==> config.mk <==
export PLATFORM = sky130hd
export DESIGN_NAME = calendar_clock_counter_flat
export DESIGN_NICKNAME = d
export VERILOG_FILES = /design/src/hw/rtl/cal_clk_pkg.sv /design/src/hw/rtl/cal_clk_if.sv /design/src/hw/rtl/calendar_clock_counter.sv /design/src/flat_wrapper.sv
export VERILOG_INCLUDE_DIRS = /design/src /design/src/hw/rtl
export SDC_FILE = /design/constraint.sdc
export NUM_CORES = 1
export LEC_CHECK = 0
export ABC_AREA = 1
export BUFFER_PORTS_ARGS = -buffer_cell sky130_fd_sc_hd__clkbuf_2
export CORE_ASPECT_RATIO = 0.6
export CORE_MARGIN = 1
export CORE_UTILIZATION = 45
export CTS_CLUSTER_SIZE = 24
export DETAILED_ROUTE_END_ITERATION = 7
export PLACE_DENSITY = 0.75
export RECOVER_POWER = 25
export SYNTH_ARGS = -nofsm -noshare
export SYNTH_HDL_FRONTEND = slang
export SYNTH_SLANG_ARGS = --single-unit
==> constraint.sdc <==
create_clock -name i_clk -period 7.8 [get_ports i_clk]
set_input_delay 0.78 -clock i_clk [delete_from_list [all_inputs] [get_ports i_clk]]
set_output_delay 0.78 -clock i_clk [all_outputs]
set_load 0.01 [all_outputs]
==> src/hw/rtl/calendar_clock_counter_defines.svh <==
// Assertion macros for the calendar clock counter.
// The clock is i_clk and the reset is i_rst_n in every module that uses them.
`ifndef CALENDAR_CLOCK_COUNTER_DEFINES_SVH
`define CALENDAR_CLOCK_COUNTER_DEFINES_SVH

`ifndef SYNTHESIS
// Checked only while the block is out of reset.
`define CAL_ASSERT(lbl, prop, msg) \
    lbl: assert property (@(posedge i_clk) disable iff (!i_rst_n) prop) else $error(msg);
// Checked at every edge, reset included.
`define CAL_ASSERT_ALWAYS(lbl, prop, msg) \
    lbl: assert property (@(posedge i_clk) prop) else $error(msg);
`else
`define CAL_ASSERT(lbl, prop, msg)
`define CAL_ASSERT_ALWAYS(lbl, prop, msg)
`endif

`endif

==> src/hw/rtl/cal_clk_pkg.sv <==
package cal_clk_pkg;

    localparam logic [1:0] CMD_TICK     = 2'd0;
    localparam logic [1:0] CMD_SET_DATE = 2'd1;
    localparam logic [1:0] CMD_SET_TIME = 2'd2;

    typedef enum logic [2:0] {
        ST_OK         = 3'd0,
        ST_BAD_MONTH  = 3'd1,
        ST_BAD_DAY    = 3'd2,
        ST_BAD_HOUR   = 3'd3,
        ST_BAD_MINUTE = 3'd4,
        ST_BAD_SECOND = 3'd5
    } t_status;

    localparam logic [5:0]  LAST_SECOND = 6'd59;
    localparam logic [5:0]  LAST_MINUTE = 6'd59;
    localparam logic [4:0]  LAST_HOUR   = 5'd23;
    localparam logic [3:0]  LAST_MONTH  = 4'd12;
    localparam logic [3:0]  FEBRUARY    = 4'd2;
    localparam logic [15:0] YEAR_RESET  = 16'd2000;

    // Multiplicative inverse of 25 modulo 2^16. A 16-bit year is a multiple
    // of 25 exactly when year * inverse (mod 2^16) is at most 65535 / 25.
    localparam logic [15:0] INV_25   = 16'h5C29;
    localparam logic [15:0] MAX_Q_25 = 16'd2621;

    localparam logic [4:0] MONTH_LEN [16] = '{
        5'd0, 5'd31, 5'd28, 5'd31, 5'd30, 5'd31, 5'd30, 5'd31,
        5'd31, 5'd30, 5'd31, 5'd30, 5'd31, 5'd0, 5'd0, 5'd0
    };

    // Gregorian rule: multiple of 4, and not of 100 unless also of 400.
    // Multiple of 100 is multiple of 4 and 25; of 400 is multiple of 16 and 25.
    function automatic logic f_is_leap(input logic [15:0] year);
        logic [15:0] prod;
        logic        div25;
        prod  = year * INV_25;
        div25 = (prod <= MAX_Q_25);
        return (year[1:0] == 2'd0) && (!div25 || (year[3:0] == 4'd0));
    endfunction

    function automatic logic [4:0] f_month_days(input logic [3:0] month, input logic leap);
        logic [4:0] len;
        len = MONTH_LEN[month];
        if ((month == FEBRUARY) && leap) begin
            len = 5'd29;
        end
        return len;
    endfunction

endpackage

==> src/hw/rtl/cal_clk_if.sv <==
interface cal_clk_in_if;
    logic        valid;
    logic        ready;
    logic [1:0]  command;
    logic [3:0]  new_month;
    logic [4:0]  new_day;
    logic [15:0] new_year;
    logic [4:0]  new_hour;
    logic [5:0]  new_minute;
    logic [5:0]  new_second;

    modport source (
        output valid, command, new_month, new_day, new_year,
               new_hour, new_minute, new_second,
        input  ready
    );
    modport sink (
        input  valid, command, new_month, new_day, new_year,
               new_hour, new_minute, new_second,
        output ready
    );
endinterface

interface cal_clk_out_if;
    logic        valid;
    logic        ready;
    logic [2:0]  status;
    logic [15:0] cur_year;
    logic [3:0]  cur_month;
    logic [4:0]  cur_day;
    logic [4:0]  cur_hour;
    logic [5:0]  cur_minute;
    logic [5:0]  cur_second;

    modport source (
        output valid, status, cur_year, cur_month, cur_day,
               cur_hour, cur_minute, cur_second,
        input  ready
    );
    modport sink (
        input  valid, status, cur_year, cur_month, cur_day,
               cur_hour, cur_minute, cur_second,
        output ready
    );
endinterface

==> src/hw/rtl/calendar_clock_counter.sv <==
// Calendar clock counter with Gregorian leap years.
// Input channel i_cmd carries one command per transaction: tick one second,
// set date (month, day, year) or set time (hour, minute, second). Command 3
// changes nothing. Output channel o_res returns one transaction per command
// with a status code and the date and time after the command.
// A set whose operands are out of range leaves the calendar unchanged and
// reports the first failing field in the status.
// The result is registered and valid in the cycle after the command is accepted.
// Throughput: one command per cycle while the results are taken; the whole update is one pass of
// compare and increment logic from the calendar registers back into them.
// The output register is the calendar itself plus a status register, so a
// new command is taken whenever the output is empty or being taken in the
// same cycle. While the receiver stalls, i_cmd.ready stays low and the
// calendar holds.
// Reset (synchronous, active low) sets 2000-01-01 00:00:00 and empties the
// output register.
`include "calendar_clock_counter_defines.svh"

module calendar_clock_counter
    import cal_clk_pkg::*;
(
    input  logic              i_clk,
    input  logic              i_rst_n,
    cal_clk_in_if.sink        i_cmd,
    cal_clk_out_if.source     o_res
);

    logic [5:0]  r_second, n_second;
    logic [5:0]  r_minute, n_minute;
    logic [4:0]  r_hour,   n_hour;
    logic [4:0]  r_day,    n_day;
    logic [3:0]  r_month,  n_month;
    logic [15:0] r_year,   n_year;
    t_status     r_status, n_status;
    logic        r_out_valid;

    logic        in_fire;
    logic        cur_leap;
    logic [4:0]  cur_len;
    logic        set_leap;
    logic [4:0]  set_len;

    assign i_cmd.ready = !r_out_valid || o_res.ready;
    assign in_fire     = i_cmd.valid && i_cmd.ready;

    assign cur_leap = f_is_leap(r_year);
    assign cur_len  = f_month_days(r_month, cur_leap);
    assign set_leap = f_is_leap(i_cmd.new_year);
    assign set_len  = f_month_days(i_cmd.new_month, set_leap);

    always_comb begin
        n_second = r_second;
        n_minute = r_minute;
        n_hour   = r_hour;
        n_day    = r_day;
        n_month  = r_month;
        n_year   = r_year;
        n_status = ST_OK;
        case (i_cmd.command)
            CMD_TICK: begin
                if (r_second < LAST_SECOND) begin
                    n_second = r_second + 6'd1;
                end else begin
                    n_second = '0;
                    if (r_minute < LAST_MINUTE) begin
                        n_minute = r_minute + 6'd1;
                    end else begin
                        n_minute = '0;
                        if (r_hour < LAST_HOUR) begin
                            n_hour = r_hour + 5'd1;
                        end else begin
                            n_hour = '0;
                            if (r_day >= cur_len) begin
                                n_day = 5'd1;
                                if (r_month >= LAST_MONTH) begin
                                    n_month = 4'd1;
                                    n_year  = r_year + 16'd1;
                                end else begin
                                    n_month = r_month + 4'd1;
                                end
                            end else begin
                                n_day = r_day + 5'd1;
                            end
                        end
                    end
                end
            end
            CMD_SET_DATE: begin
                if ((i_cmd.new_month == 4'd0) || (i_cmd.new_month > LAST_MONTH)) begin
                    n_status = ST_BAD_MONTH;
                end else if ((i_cmd.new_day == 5'd0) || (i_cmd.new_day > set_len)) begin
                    n_status = ST_BAD_DAY;
                end else begin
                    n_month = i_cmd.new_month;
                    n_day   = i_cmd.new_day;
                    n_year  = i_cmd.new_year;
                end
            end
            CMD_SET_TIME: begin
                if (i_cmd.new_hour > LAST_HOUR) begin
                    n_status = ST_BAD_HOUR;
                end else if (i_cmd.new_minute > LAST_MINUTE) begin
                    n_status = ST_BAD_MINUTE;
                end else if (i_cmd.new_second > LAST_SECOND) begin
                    n_status = ST_BAD_SECOND;
                end else begin
                    n_hour   = i_cmd.new_hour;
                    n_minute = i_cmd.new_minute;
                    n_second = i_cmd.new_second;
                end
            end
            default: begin
                n_status = ST_OK;
            end
        endcase
    end

    always_ff @(posedge i_clk) begin
        if (!i_rst_n) begin
            r_second    <= '0;
            r_minute    <= '0;
            r_hour      <= '0;
            r_day       <= 5'd1;
            r_month     <= 4'd1;
            r_year      <= YEAR_RESET;
            r_status    <= ST_OK;
            r_out_valid <= 1'b0;
        end else begin
            if (in_fire) begin
                r_second    <= n_second;
                r_minute    <= n_minute;
                r_hour      <= n_hour;
                r_day       <= n_day;
                r_month     <= n_month;
                r_year      <= n_year;
                r_status    <= n_status;
                r_out_valid <= 1'b1;
            end else if (o_res.ready) begin
                r_out_valid <= 1'b0;
            end
        end
    end

    assign o_res.valid      = r_out_valid;
    assign o_res.status     = r_status;
    assign o_res.cur_year   = r_year;
    assign o_res.cur_month  = r_month;
    assign o_res.cur_day    = r_day;
    assign o_res.cur_hour   = r_hour;
    assign o_res.cur_minute = r_minute;
    assign o_res.cur_second = r_second;

    `CAL_ASSERT(a_calendar_in_range,
        (r_second <= LAST_SECOND) && (r_minute <= LAST_MINUTE) && (r_hour <= LAST_HOUR)
            && (r_month != 4'd0) && (r_month <= LAST_MONTH)
            && (r_day != 5'd0) && (r_day <= cur_len),
        "calendar register out of range")
    `CAL_ASSERT(a_result_follows, in_fire |=> r_out_valid, "accepted transaction gave no result")
    `CAL_ASSERT(a_reject_holds_time,
        (in_fire && (i_cmd.command == CMD_SET_TIME) && (n_status != ST_OK))
            |=> ($stable(r_hour) && $stable(r_minute) && $stable(r_second)),
        "rejected time set changed the clock")
    `CAL_ASSERT(a_tick_second,
        (in_fire && (i_cmd.command == CMD_TICK) && (r_second < LAST_SECOND))
            |=> ((r_second == $past(r_second) + 6'd1) && $stable(r_minute)),
        "tick did not advance the second")
    `CAL_ASSERT_ALWAYS(a_reset_empties, !i_rst_n |=> !r_out_valid, "output valid after reset")

endmodule
==> src/flat_wrapper.sv <==
// flat-port wrapper written by rule: the top's interface ports become plain ports
module calendar_clock_counter_flat import cal_clk_pkg::*;
  (i_clk, i_rst_n, i_cmd_valid, i_cmd_command, i_cmd_new_month, i_cmd_new_day, i_cmd_new_year, i_cmd_new_hour, i_cmd_new_minute, i_cmd_new_second, i_cmd_ready, o_res_valid, o_res_status, o_res_cur_year, o_res_cur_month, o_res_cur_day, o_res_cur_hour, o_res_cur_minute, o_res_cur_second, o_res_ready);
  cal_clk_in_if i_cmd_i ();
  cal_clk_out_if o_res_i ();
  input  logic i_clk;
  input  logic i_rst_n;
  input wire logic [$bits(i_cmd_i.valid)-1:0] i_cmd_valid;
  input wire logic [$bits(i_cmd_i.command)-1:0] i_cmd_command;
  input wire logic [$bits(i_cmd_i.new_month)-1:0] i_cmd_new_month;
  input wire logic [$bits(i_cmd_i.new_day)-1:0] i_cmd_new_day;
  input wire logic [$bits(i_cmd_i.new_year)-1:0] i_cmd_new_year;
  input wire logic [$bits(i_cmd_i.new_hour)-1:0] i_cmd_new_hour;
  input wire logic [$bits(i_cmd_i.new_minute)-1:0] i_cmd_new_minute;
  input wire logic [$bits(i_cmd_i.new_second)-1:0] i_cmd_new_second;
  output wire logic [$bits(i_cmd_i.ready)-1:0] i_cmd_ready;
  output wire logic [$bits(o_res_i.valid)-1:0] o_res_valid;
  output wire logic [$bits(o_res_i.status)-1:0] o_res_status;
  output wire logic [$bits(o_res_i.cur_year)-1:0] o_res_cur_year;
  output wire logic [$bits(o_res_i.cur_month)-1:0] o_res_cur_month;
  output wire logic [$bits(o_res_i.cur_day)-1:0] o_res_cur_day;
  output wire logic [$bits(o_res_i.cur_hour)-1:0] o_res_cur_hour;
  output wire logic [$bits(o_res_i.cur_minute)-1:0] o_res_cur_minute;
  output wire logic [$bits(o_res_i.cur_second)-1:0] o_res_cur_second;
  input wire logic [$bits(o_res_i.ready)-1:0] o_res_ready;
  assign i_cmd_i.valid = i_cmd_valid;
  assign i_cmd_i.command = i_cmd_command;
  assign i_cmd_i.new_month = i_cmd_new_month;
  assign i_cmd_i.new_day = i_cmd_new_day;
  assign i_cmd_i.new_year = i_cmd_new_year;
  assign i_cmd_i.new_hour = i_cmd_new_hour;
  assign i_cmd_i.new_minute = i_cmd_new_minute;
  assign i_cmd_i.new_second = i_cmd_new_second;
  assign i_cmd_ready = i_cmd_i.ready;
  assign o_res_valid = o_res_i.valid;
  assign o_res_status = o_res_i.status;
  assign o_res_cur_year = o_res_i.cur_year;
  assign o_res_cur_month = o_res_i.cur_month;
  assign o_res_cur_day = o_res_i.cur_day;
  assign o_res_cur_hour = o_res_i.cur_hour;
  assign o_res_cur_minute = o_res_i.cur_minute;
  assign o_res_cur_second = o_res_i.cur_second;
  assign o_res_i.ready = o_res_ready;
  calendar_clock_counter u_core (.i_clk(i_clk), .i_rst_n(i_rst_n), .i_cmd(i_cmd_i), .o_res(o_res_i));
endmodule
# ---- Word level (Yosys, flattened, before mapping)
# Memories as Yosys holds them, arrays and structs flattened.
# Cells that the tools add are included.
dict set report classes {
  add_sub_neg 6
  multipliers 2
  n_div 0
  order_cmp 14
  n_eq_ne 14
  shifts 0
  n_mux 55
  bitwise 2
  n_reduce_logical 29
}
# op count
set op_table {}
lappend op_table {{$mux 16} 7}
lappend op_table {{$mux 5} 18}
lappend op_table {{$mux 6} 9}
lappend op_table {{$le 16x12->1 const B} 2}
lappend op_table {{$mul 16x15->16 const B} 2}
lappend op_table {{$pmux 16 s2} 1}
lappend op_table {{$mux 4} 7}
lappend op_table {{$pmux 6 s2} 2}
lappend op_table {{$pmux 5 s2} 2}
lappend op_table {{$add 16x1->16 const B} 1}
lappend op_table {{$ne 2x2->1 const B} 8}
lappend op_table {{$reduce_and 7->1} 2}
lappend op_table {{$add 6x1->6 const B} 2}
lappend op_table {{$gt 6x6->1 const B} 2}
lappend op_table {{$logic_not 4->1} 3}
lappend op_table {{$lt 6x6->1 const B} 2}
lappend op_table {{$mux 3} 4}
lappend op_table {{$add 5x1->5 const B} 2}
lappend op_table {{$ge 5x5->1 const B} 2}
lappend op_table {{$not 4->5} 2}
lappend op_table {{$reduce_and 9->1} 1}
lappend op_table {{$eq 4x2->1 const B} 2}
lappend op_table {{$pmux 4 s2} 1}
lappend op_table {{$reduce_and 8->1} 1}
lappend op_table {{other kinds (21)} 37}
dict set report word_totals {
  reg_bits 46
  latchBits 0
  mem_bits_rw 0
  mem_bits_ro 160
  in_bits 48
  output_inout_bits 47
  word_cells 132
  mem_count 2
}
# memory depth word_bits rd rd_clocked_by_memory_dff wr line_no
set mem_list {}
lappend mem_list {{(name not given)} 16 5 1 0 0 cal_clk_pkg.sv:45} ;# len = MONTH_LEN[month];
lappend mem_list {{(name not given)} 16 5 1 0 0 cal_clk_pkg.sv:45}

# ---- Depth between registers and ports, before layout
# Gate-level depths: netlist of run 1.
dict set report logic_depth {
  ltp_word 13
  depth_mapped 37
  depth_no_buf 36
}

# ---- Worst setup path before layout of run 1
# No wires, ideal clock.
dict set report synth_timing {
  path_type {register -> register}
  start {reg u_core.r_year[2], in the netlist u_core.o_res.cur_year[2]}
  end {reg u_core.r_year[10], in the netlist u_core.o_res.cur_year[10]}
  setup_ns 0.064
  arrival_time_ns 5.568
  t_required_ns 7.736
  slack_ns 2.169
  path_stages_with_launch 29
  path_buffers 1
  synth_period_minus_slack_ns 5.631
  cell_sequence {dfxtp_1 > inv_1 > ha_1 > ha_1 > fa_1 > inv_1 > fa_1 > inv_1 > fa_1 > ha_1 > ha_1 > nand2_1 > or2_2 > nand3_1 > nand3_1 > nand2_1 > nand2_1 > a21oi_1 > ha_1 > a21oi_1 > o21ai_0 > nor2_1 > nand2_1 > inv_1 > nand2_1 > nand3_2 > buf_2 > nand2_1 > nand3_1}
}
dict set report synth_via {
  elab_chain_cells 10
  word_cells_on_any_way 18
  cone_classes {add/sub: 1; mul: 1; order compare: 2; eq/ne: 1; mux: 7; reduce/logical: 6}
}
# item line_no
set synth_lines {}
lappend synth_lines {{from (decl)} calendar_clock_counter.sv:33} ;# logic [15:0] r_year, n_year;
lappend synth_lines {{from (signal assigned)} calendar_clock_counter.sv:135} ;# r_year <= n_year;
lappend synth_lines {{$mul 16x15->16} cal_clk_pkg.sv:38} ;# prod = year * INV_25;
lappend synth_lines {{$le 16x12->1} cal_clk_pkg.sv:39} ;# div25 = (prod <= MAX_Q_25);
lappend synth_lines {{$logic_not 1->1} cal_clk_pkg.sv:40} ;# return (year[1:0] == 2'd0) && (!div25 || (year[3:0] == 4'd0));
lappend synth_lines {{$logic_or 1x1->1} cal_clk_pkg.sv:40}
lappend synth_lines {{$logic_and 1x1->1} cal_clk_pkg.sv:40}
lappend synth_lines {{$logic_and 1x1->1} cal_clk_pkg.sv:46} ;# if ((month == FEBRUARY) && leap) begin
lappend synth_lines {{$mux 5} cal_clk_pkg.sv:46}
lappend synth_lines {{$ge 5x5->1} calendar_clock_counter.sv:73} ;# if (r_day >= cur_len) begin
lappend synth_lines {{$ne 2x1->1 (no line)} --}
lappend synth_lines {{$reduce_and 9->1 (no line)} --}
# Parallel ways exist; a longest one is shown, timed or not. The select of a mux whose other input is x is not followed.
# A chain may end at the register's enable or synchronous reset.

# ---- Worst setup path after layout of run 1
dict set report layout_timing {
  start {reg u_core.r_year[3], in the netlist u_core.o_res.cur_year[3]}
  end {reg u_core.r_year[12], in the netlist u_core.o_res.cur_year[12]}
}
# Same word-level chain as after synthesis.

==> metrics.sh, run 1 <==
STATUS='complete, no violations'
SLEW_HEADROOM=0.461
NUMBER_OF_NETS_IN_THE_SYNTHESIZED_NETLIST=1213
SYNTH_ENABLE_FLOP_CELLS=0
WORSTHOLDPATHTYPE='reg -> reg'
CP_DATA_ARRIVAL_TIME_PS=6590
FRACTION_OF_THE_YOSYS_AREA_TAKEN_BY_SEQUENTIAL_CELLS=0.132
ANTENNA-DIODE-COUNT=0
GRT_START_MAX_NET_PINS=39
NETLIST.AREA_LEADER.SHARE=0.257
SLEW_VIOLATIONS=0
SYN-MEAN-INSTANCE-AREA_UM2=7.06
SYNTH_XOR_XNOR_AREA_SHARE=0.0403
POSTLAYOUTCOREUTIL=0.521
CTSHOLDBUFFERS=0
HOLD_VIOL=0
REQUIRED_TIME_WORST_ENDPOINT_PS=7980
YOSYS-TOP-CELLS-AREA='ha_1 26%, dfxtp_1 13%, nand2_1 12%'
POST-ROUTE-DRC-COUNT=0
GP_ROUTABILITY_CONGESTION=0.870
BOUNDARYPINS=95
FINALCLOCKSKEW_PS=4.31
NETS=1300
CLK_PATH_BUF_DEPTH=2
POSTROUTEWIRELENGTH_UM=18100
DIE_AREA_UM2=16000
N_FILL_CELL=1482
FINAL_LAYOUT_SIZE_SUFFIX_GT1_FRAC=0.0875
FIRST_PASS_GRT_WIRE_LENGTH_UM=29500
SYN_AREA_UM2=6960
ANTENNA_LEFT=0
POST_DETAILED_ROUTE_VIA_TO_CELL_RATIO=5.15
AREA_FRACTION_IN_AND_OR_NAND_AND_NOR_CELLS_AFTER_SYNTHESIS=0.253
PATH_CLASS='reg -> reg'
NUMCLOCKSINKS=46
HTREE_LEVELS=2
CLOCK_TREE.ROOT_CELL='clkbuf_16'
TIMING.REG2REG.WORST_PATH_DEPTH=27
TIMING.FINAL.SETUP_VIOLATIONS=0
RSZ_0062_RAISED_AFTER_GLOBAL_ROUTING='false'
SETUP.WORST_PATH.END_CLASS='register'
POSTSYNTHREGISTERBITS=46
SYNTHESIS.INSTANCES=986
WHS_PATH_DEPTH=2
TRACK_USAGE=0.232
CORE_AREA_UM2=14800
ROUTE.DETAILED.WL_PER_INST_UM=14.2
CAP_VIOL_MAX_COUNT=0
SYNTH-MAIN-FF-CELL='dfxtp_1'
INITIALDRTVIOLATIONCOUNT=503
SYNTH-ADDER-AREA-SHARE=0.361
POWER_DENSITY_nW_PER_UM2=172
TOTAL_POWER_mW=1.33
CTS_TREE='done'
FMAX_GHz=0.156
SYNTH-ASYNC-RESET-RATIO=0
TOTALNEGATIVESETUPSLACK_PS=0
DIE_WIDTH_UM=163
INITIAL_ANTENNA_VIOLATION_COUNT=0
CP-START-KIND='register'
NETLIST-CELL-TYPE-COUNT=44
CLK-INSERTION-DELAY-LATE_PS=290
DETAILEDPLACEMENTHPWL_UM=15100
INITIAL_UTILIZATION=0.470
SYNTH_LARGEST_AREA_CELL='ha_1'
CP_MAX_FO=22
VIAS=6553
SYNTHTOPCELLSBYCOUNT='222 x nand2_1, 176 x inv_1, 143 x ha_1, 88 x nor2_1, 56 x nand3_1'
MIN_PERIOD_OVER_PERIOD=0.821
MAIN_COMBINATIONAL_CELL_FAMILY_BY_AREA_AFTER_SYNTHESIS='adder cells'
SYNTHTOLAYOUTAREAGROWTH_PCT=11.0
SYNTH_COMPOUND_AREA_FRAC=0.0982
TOTAL_LEAKAGE_POWER_nW=4.28
IRDROPWORSTVDD_V=0.0000902
CTS-BUFFERS-INSERTED=5
SYNTHMOSTINSTANTIATEDCELL='nand2_1'
PORTBUFFERS=94
SYNTH_WARNINGS=0
POSTCTSSETUPREPAIRBUFS=0
FIRST_PASS_ITERS=4
CTS_RESIZED=0
WORSTMARGINPINSLEW_PS=809
HEIGHT_OF_THE_DIE_UM=98.3
ROWS=34
GRT_REMAINING_OVERFLOW=0
CLK_TRANSITION_REPORTED_PATHS_PS=70
SYNTHMUXAREASHARE=0.00144
GRT_PASS1_VIAS=5911
FIN_CRIT_PS=6400
-- sequential cells by signal, indices dropped and copies added (netlist names) --
| signal | flops |
|---|---|
| u_core.o_res.cur_year | 16 |
| u_core.o_res.cur_minute | 6 |
| u_core.o_res.cur_second | 6 |
| u_core.o_res.cur_month | 4 |
| u_core.o_res.cur_hour | 5 |
| u_core.o_res.valid | 1 |
| u_core.o_res.cur_day | 5 |
| u_core.o_res.status | 3 |
-- where the power goes --
group          leakage [nW]  internal [mW]  switching (mW)
clock network        0.0781          0.152          0.0937
registers             0.374          0.246          0.0176
logic                  3.83          0.331           0.486
total                  4.28          0.729           0.597
-- routing by layer --
metal	up-vias	wire length, um	GRT usage
met2	203	7160	0.326
li1	3350	-	-
met3	5	1390	0.0391
met5	-	0	0
met1	2995	9460	0.371
met4	0	56	0.0203
-- cell usage in the layout, fill, tap and decap left out, types with 6 or more instances in the layout --
| cell | n |
|---|---|
| nand2_1 | 222 |
| inv_1 | 176 |
| ha_1 | 143 |
| nor2_1 | 88 |
| clkbuf_2 | 71 |
| nand3_1 | 56 |
| a21oi_1 | 50 |
| o21ai_0 | 48 |
| dfxtp_1 | 46 |
| fa_1 | 36 |
| clkbuf_1 | 25 |
| nand4_1 | 23 |
| xor2_1 | 17 |
| xnor2_1 | 15 |
| nor3_1 | 6 |
-- per-stage QoR --
stage | area (um^2) | cells | hold slack (ps) | worst slack (ps)
floorplan | 6960 | 986 | 488 | 2170
global placement | 7580 | 1264 | 454 | 1330
detailed placement | 7580 | 1264 | 459 | 1200
CTS | 7750 | 1272 | 471 | 1400
global route | 7720 | 1272 | 483 | 882
finish | 7720 | 1272 | 471 | 1400
-- cells by family after synthesis --
family / Yosys count
mux: 1
compound gates: 122
fa+ha+maj: 179
buf+inv: 196
flops: 46
xor+xnor: 32
simple gates: 410
-- layout make-up --
type,instances,area [um^2],area share
inverter,179,677,0.0877
sequential,46,921,0.119
clock buffer,7,133,0.0172
tap,198,248,0.0321
timing repair buffer,97,464,0.0601
clock inverter,1,30.0,0.00389
multi-input combinational,744,5250,0.680
-- worst max-delay path, cell delays in order (launching register included) --
cell     delay, ps
dfxtp_1        530
inv_1          140
ha_1           310
ha_1           320
fa_1           520
inv_1           60
fa_1           530
inv_1           50
fa_1           470
ha_1           310
ha_1           390
a21oi_1        170
o21a_1         160
a21o_1         120
nand2_1         50
nor2_1         130
nand2_1        130
a21oi_1        270
ha_1           200
nand2_1         80
nor3_1         180
nor2_1          70
nand2_1         90
inv_1           90
nand2_1        230
nand3_2        410
a21oi_1        260
nor2_1          60
-- worst paths after layout --
path	start	end	slack, ps
setup / recovery	u_core.o_res.cur_year[3]$_SDFFE_PN0P_	u_core.o_res.cur_year[12]$_SDFFE_PN0P_	1400
hold / removal	u_core.o_res.status[0]$_SDFFE_PN0P_	u_core.o_res.status[0]$_SDFFE_PN0P_	470
setup reg to reg	u_core.o_res.cur_year[3]$_SDFFE_PN0P_	u_core.o_res.cur_year[12]$_SDFFE_PN0P_	1400
hold reg to reg	u_core.o_res.status[0]$_SDFFE_PN0P_	u_core.o_res.status[0]$_SDFFE_PN0P_	470
(Power assumes the default switching activity.)
==> run 2: changes to the inputs <==
--- a/config.mk
+++ b/config.mk
@@ -13,7 +13,7 @@
 export CORE_UTILIZATION = 45
 export CTS_CLUSTER_SIZE = 24
 export DETAILED_ROUTE_END_ITERATION = 7
-export PLACE_DENSITY = 0.75
+export PLACE_DENSITY = 0.77
 export RECOVER_POWER = 25
 export SYNTH_ARGS = -nofsm -noshare
 export SYNTH_HDL_FRONTEND = slang
==> constraint.sdc (replaced) <==
create_clock -name i_clk -period 5.3 [get_ports i_clk]
set_input_delay 0.53 -clock i_clk [delete_from_list [all_inputs] [get_ports i_clk]]
set_output_delay 0.53 -clock i_clk [all_outputs]
set_load 0.01 [all_outputs]
==> run 2 against run 1 <==
Against the previous run:
- the run now ends with setup timing left
- worst setup slack got worse by 1600 ps
- sequential cell count is the same
- maximum frequency rose by 17%
- non-clock buffer count rose by 79
- total power grew 85%
- critical path depth increased by 1
- sequential share of layout area shrank 1.3 points
- core utilization rose by 7.9 points
- wire length up 14%
- register-to-register slack got worse by 1600 ps
- largest cell class unchanged
==> metrics.sh, run 2 (synthesis results as in run 1) <==
CLOCK_TREE.ROOT_CELL='clkbuf_16'
CP-START-KIND='register'
PATH_CLASS='reg -> reg'
CAP_VIOL_MAX_COUNT=0  # unchanged
DIE_WIDTH_UM=163  # unchanged
CLK_PATH_BUF_DEPTH=2  # unchanged
CORE_AREA_UM2=14800  # unchanged
STATUS='finished, violations left'
ROWS=34  # unchanged
ANTENNA_LEFT=0  # unchanged
TRACK_USAGE=0.261  # +0.0295
POWER_DENSITY_nW_PER_UM2=277  # +61%
FINALCLOCKSKEW_PS=10.8  # +6.50 ps
WORSTHOLDPATHTYPE='reg -> reg'
BOUNDARYPINS=95  # unchanged
HTREE_LEVELS=2  # unchanged
PORTBUFFERS=94  # unchanged
IRDROPWORSTVDD_V=0.000183  # +100%
CLK_TRANSITION_REPORTED_PATHS_PS=70  # about the same
POST-ROUTE-DRC-COUNT=0  # unchanged
POSTROUTEWIRELENGTH_UM=20500  # +14%
N_FILL_CELL=1332  # -10%
FAILED_CHECKS='setup timing'
INITIAL_ANTENNA_VIOLATION_COUNT=0  # unchanged
FIRST_PASS_GRT_WIRE_LENGTH_UM=33500  # +13%
GLOBAL_ROUTE.USAGE.MET3=0.0514  # +0.0123
INITIAL_UTILIZATION=0.470  # unchanged
GRT_START_MAX_NET_PINS=39  # unchanged
SLEW_HEADROOM=0.376  # -0.0844
SETUP.WORST_PATH.END_CLASS='register'
CTS-BUFFERS-INSERTED=5  # unchanged
GRT_PASS1_VIAS=6895  # +17%
POSTLAYOUTCOREUTIL=0.600  # +0.0786
FIRST_PASS_ITERS=5  # +1
CP_MAX_FO=5  # -77%
ANTENNA-DIODE-COUNT=0  # unchanged
TIMING.FINAL.SETUP_VIOLATIONS=23  # +23
DETAILEDPLACEMENTHPWL_UM=15700  # +3.7%
CP_COMMON_CELL='ha_4'
CTS_TREE='done'
TOTAL_LEAKAGE_POWER_nW=4.71  # +9.9%
WORSTPATHBUFFERINVERTERCOUNT=6  # +2
WORSTMARGINPINSLEW_PS=936  # +127 ps
RSZ_0062_RAISED_AFTER_GLOBAL_ROUTING='true'
ROUTE.DETAILED.WL_PER_INST_UM=15.2  # +7.0%
DIE_AREA_UM2=16000  # unchanged
HOLD_VIOL=0  # unchanged
REQUIRED_TIME_WORST_ENDPOINT_PS=5530  # -2450 ps
SLOWEST_DELAY_PS=540  # about the same
SYNTHTOLAYOUTAREAGROWTH_PCT=27.7
MAX_FFS_PER_REGISTER=16  # unchanged
LAYOUT.CELLS.MOST_COMMON_LIST='209 x nand2_1, 171 x inv_1, 117 x ha_1'
WORST_PATH_DOMINANT_CELL_FAMILY='adder cells'
CLK-INSERTION-DELAY-LATE_PS=300  # about the same
SLEW_VIOLATIONS=0  # unchanged
INITIALDRTVIOLATIONCOUNT=471  # -6.4%
CRIT_PATH_TOP_DELAY_CELL='fa_1'
FMAX_GHz=0.182  # +17%
POST_DETAILED_ROUTE_VIA_TO_CELL_RATIO=5.23  # +1.5%
HEIGHT_OF_THE_DIE_UM=98.3  # unchanged
MIN_PERIOD_OVER_PERIOD=1.04  # +0.215
FIN_CRIT_PS=5490  # -914 ps
MET1_LAYER_USAGE_REPORTED_BY_GLOBAL_ROUTE=0.384  # +0.0130
GRT_USE_MET2=0.399  # +0.0726
TOP_USAGE_LAYER='met2'
VIAS=7063  # +7.8%
GP_ROUTABILITY_CONGESTION=0.911  # +4.7%
NUMCLOCKSINKS=46  # unchanged
CP_DATA_ARRIVAL_TIME_PS=5720  # -870 ps
SETUP_WS_PS=-189  # -1590 ps
FINAL_LAYOUT_SIZE_SUFFIX_GT1_FRAC=0.221  # +0.134
LAYOUT_COMMONEST_CELL='nand2_1'
NETS=1379  # +6.1%
DPL-INSTANCE-AREA_UM2=8210  # +8.2%
POST_ROUTE_DESIGN_AREA_UM2=8880  # +15%
GRT_REMAINING_OVERFLOW=0  # unchanged
run 2: changes by cell type in the layout (fill, tap and decap cells not counted), sizes merged:
cell      change
buf          +79
clkinvlp      +1
clkbuf        -1
inv           +1
clkinv        -1
run 2: what timing repair did:
action / 4_1_cts / 5_1_grt
hold buffers: 0 / 0
setup endpoints to repair: 25 / 26
setup buffers: 7 / 3
cloned: 2 / 0
pin swaps: 26 / 15
gates resized for setup: 55 / 41
hold endpoints to repair: 0 / 0
run 2: layer usage:
layer  share of wire  wire length (um)
met1            0.48              9860
met3           0.074              1520
met2            0.44              9000
met4          0.0076               157
met5               0                 0
run 2: power breakdown:
part / switching (mW) / internal (mW)
logic: 0.891 / 0.809
registers: 0.0225 / 0.360
clock network: 0.149 / 0.223
run 2: path summary, 6_finish.rpt:
| path | from | endpoint | slack (ps) | cells after the start |
|---|---|---|---|---|
| worst max-delay path | u_core.o_res.cur_year[2]$_SDFFE_PN0P_ | u_core.o_res.cur_year[5]$_SDFFE_PN0P_ | -190 | 28 |
| worst min-delay path | u_core.o_res.status[0]$_SDFFE_PN0P_ | u_core.o_res.status[0]$_SDFFE_PN0P_ | 480 | 2 |
| worst max register to register | u_core.o_res.cur_year[2]$_SDFFE_PN0P_ | u_core.o_res.cur_year[5]$_SDFFE_PN0P_ | -190 | 28 |
| worst min register to register | u_core.o_res.status[0]$_SDFFE_PN0P_ | u_core.o_res.status[0]$_SDFFE_PN0P_ | 480 | 2 |
run 2: worst min-delay path, delay by kind of cell (launching register included):
kind	cells	cell delay [ps]
AOI/OAI and AO/OA	1	60
DFF	1	310
and+or+nand+nor	1	60
run 2: final cells by class:
cell class / count / area (um^2) / share of cell area
Tap cell: 198 / 248 / 0.0279
Clock inverter: 2 / 37.5 / 0.00423
Timing Repair Buffer: 176 / 1100 / 0.124
Multi-Input combinational cell: 744 / 5740 / 0.646
Sequential cell: 46 / 943 / 0.106
Clock buffer: 6 / 129 / 0.0145
Inverter: 179 / 684 / 0.0771
run 2: metrics by stage:
stage | worst slack (ps) | hold slack, ps | TNS [ps] | total power, mW | cells
after floorplan | 3.78 | 488 | 0 | 1.34 | 986
after global placement | -344 | 456 | -7660 | 1.72 | 1336
after detailed placement | -480 | 464 | -10460 | 1.77 | 1336
after CTS | -70.2 | 480 | -975 | 2.33 | 1353
after global routing | -416 | 492 | -8760 | 2.67 | 1351
final | -189 | 477 | -2580 | 2.46 | 1351
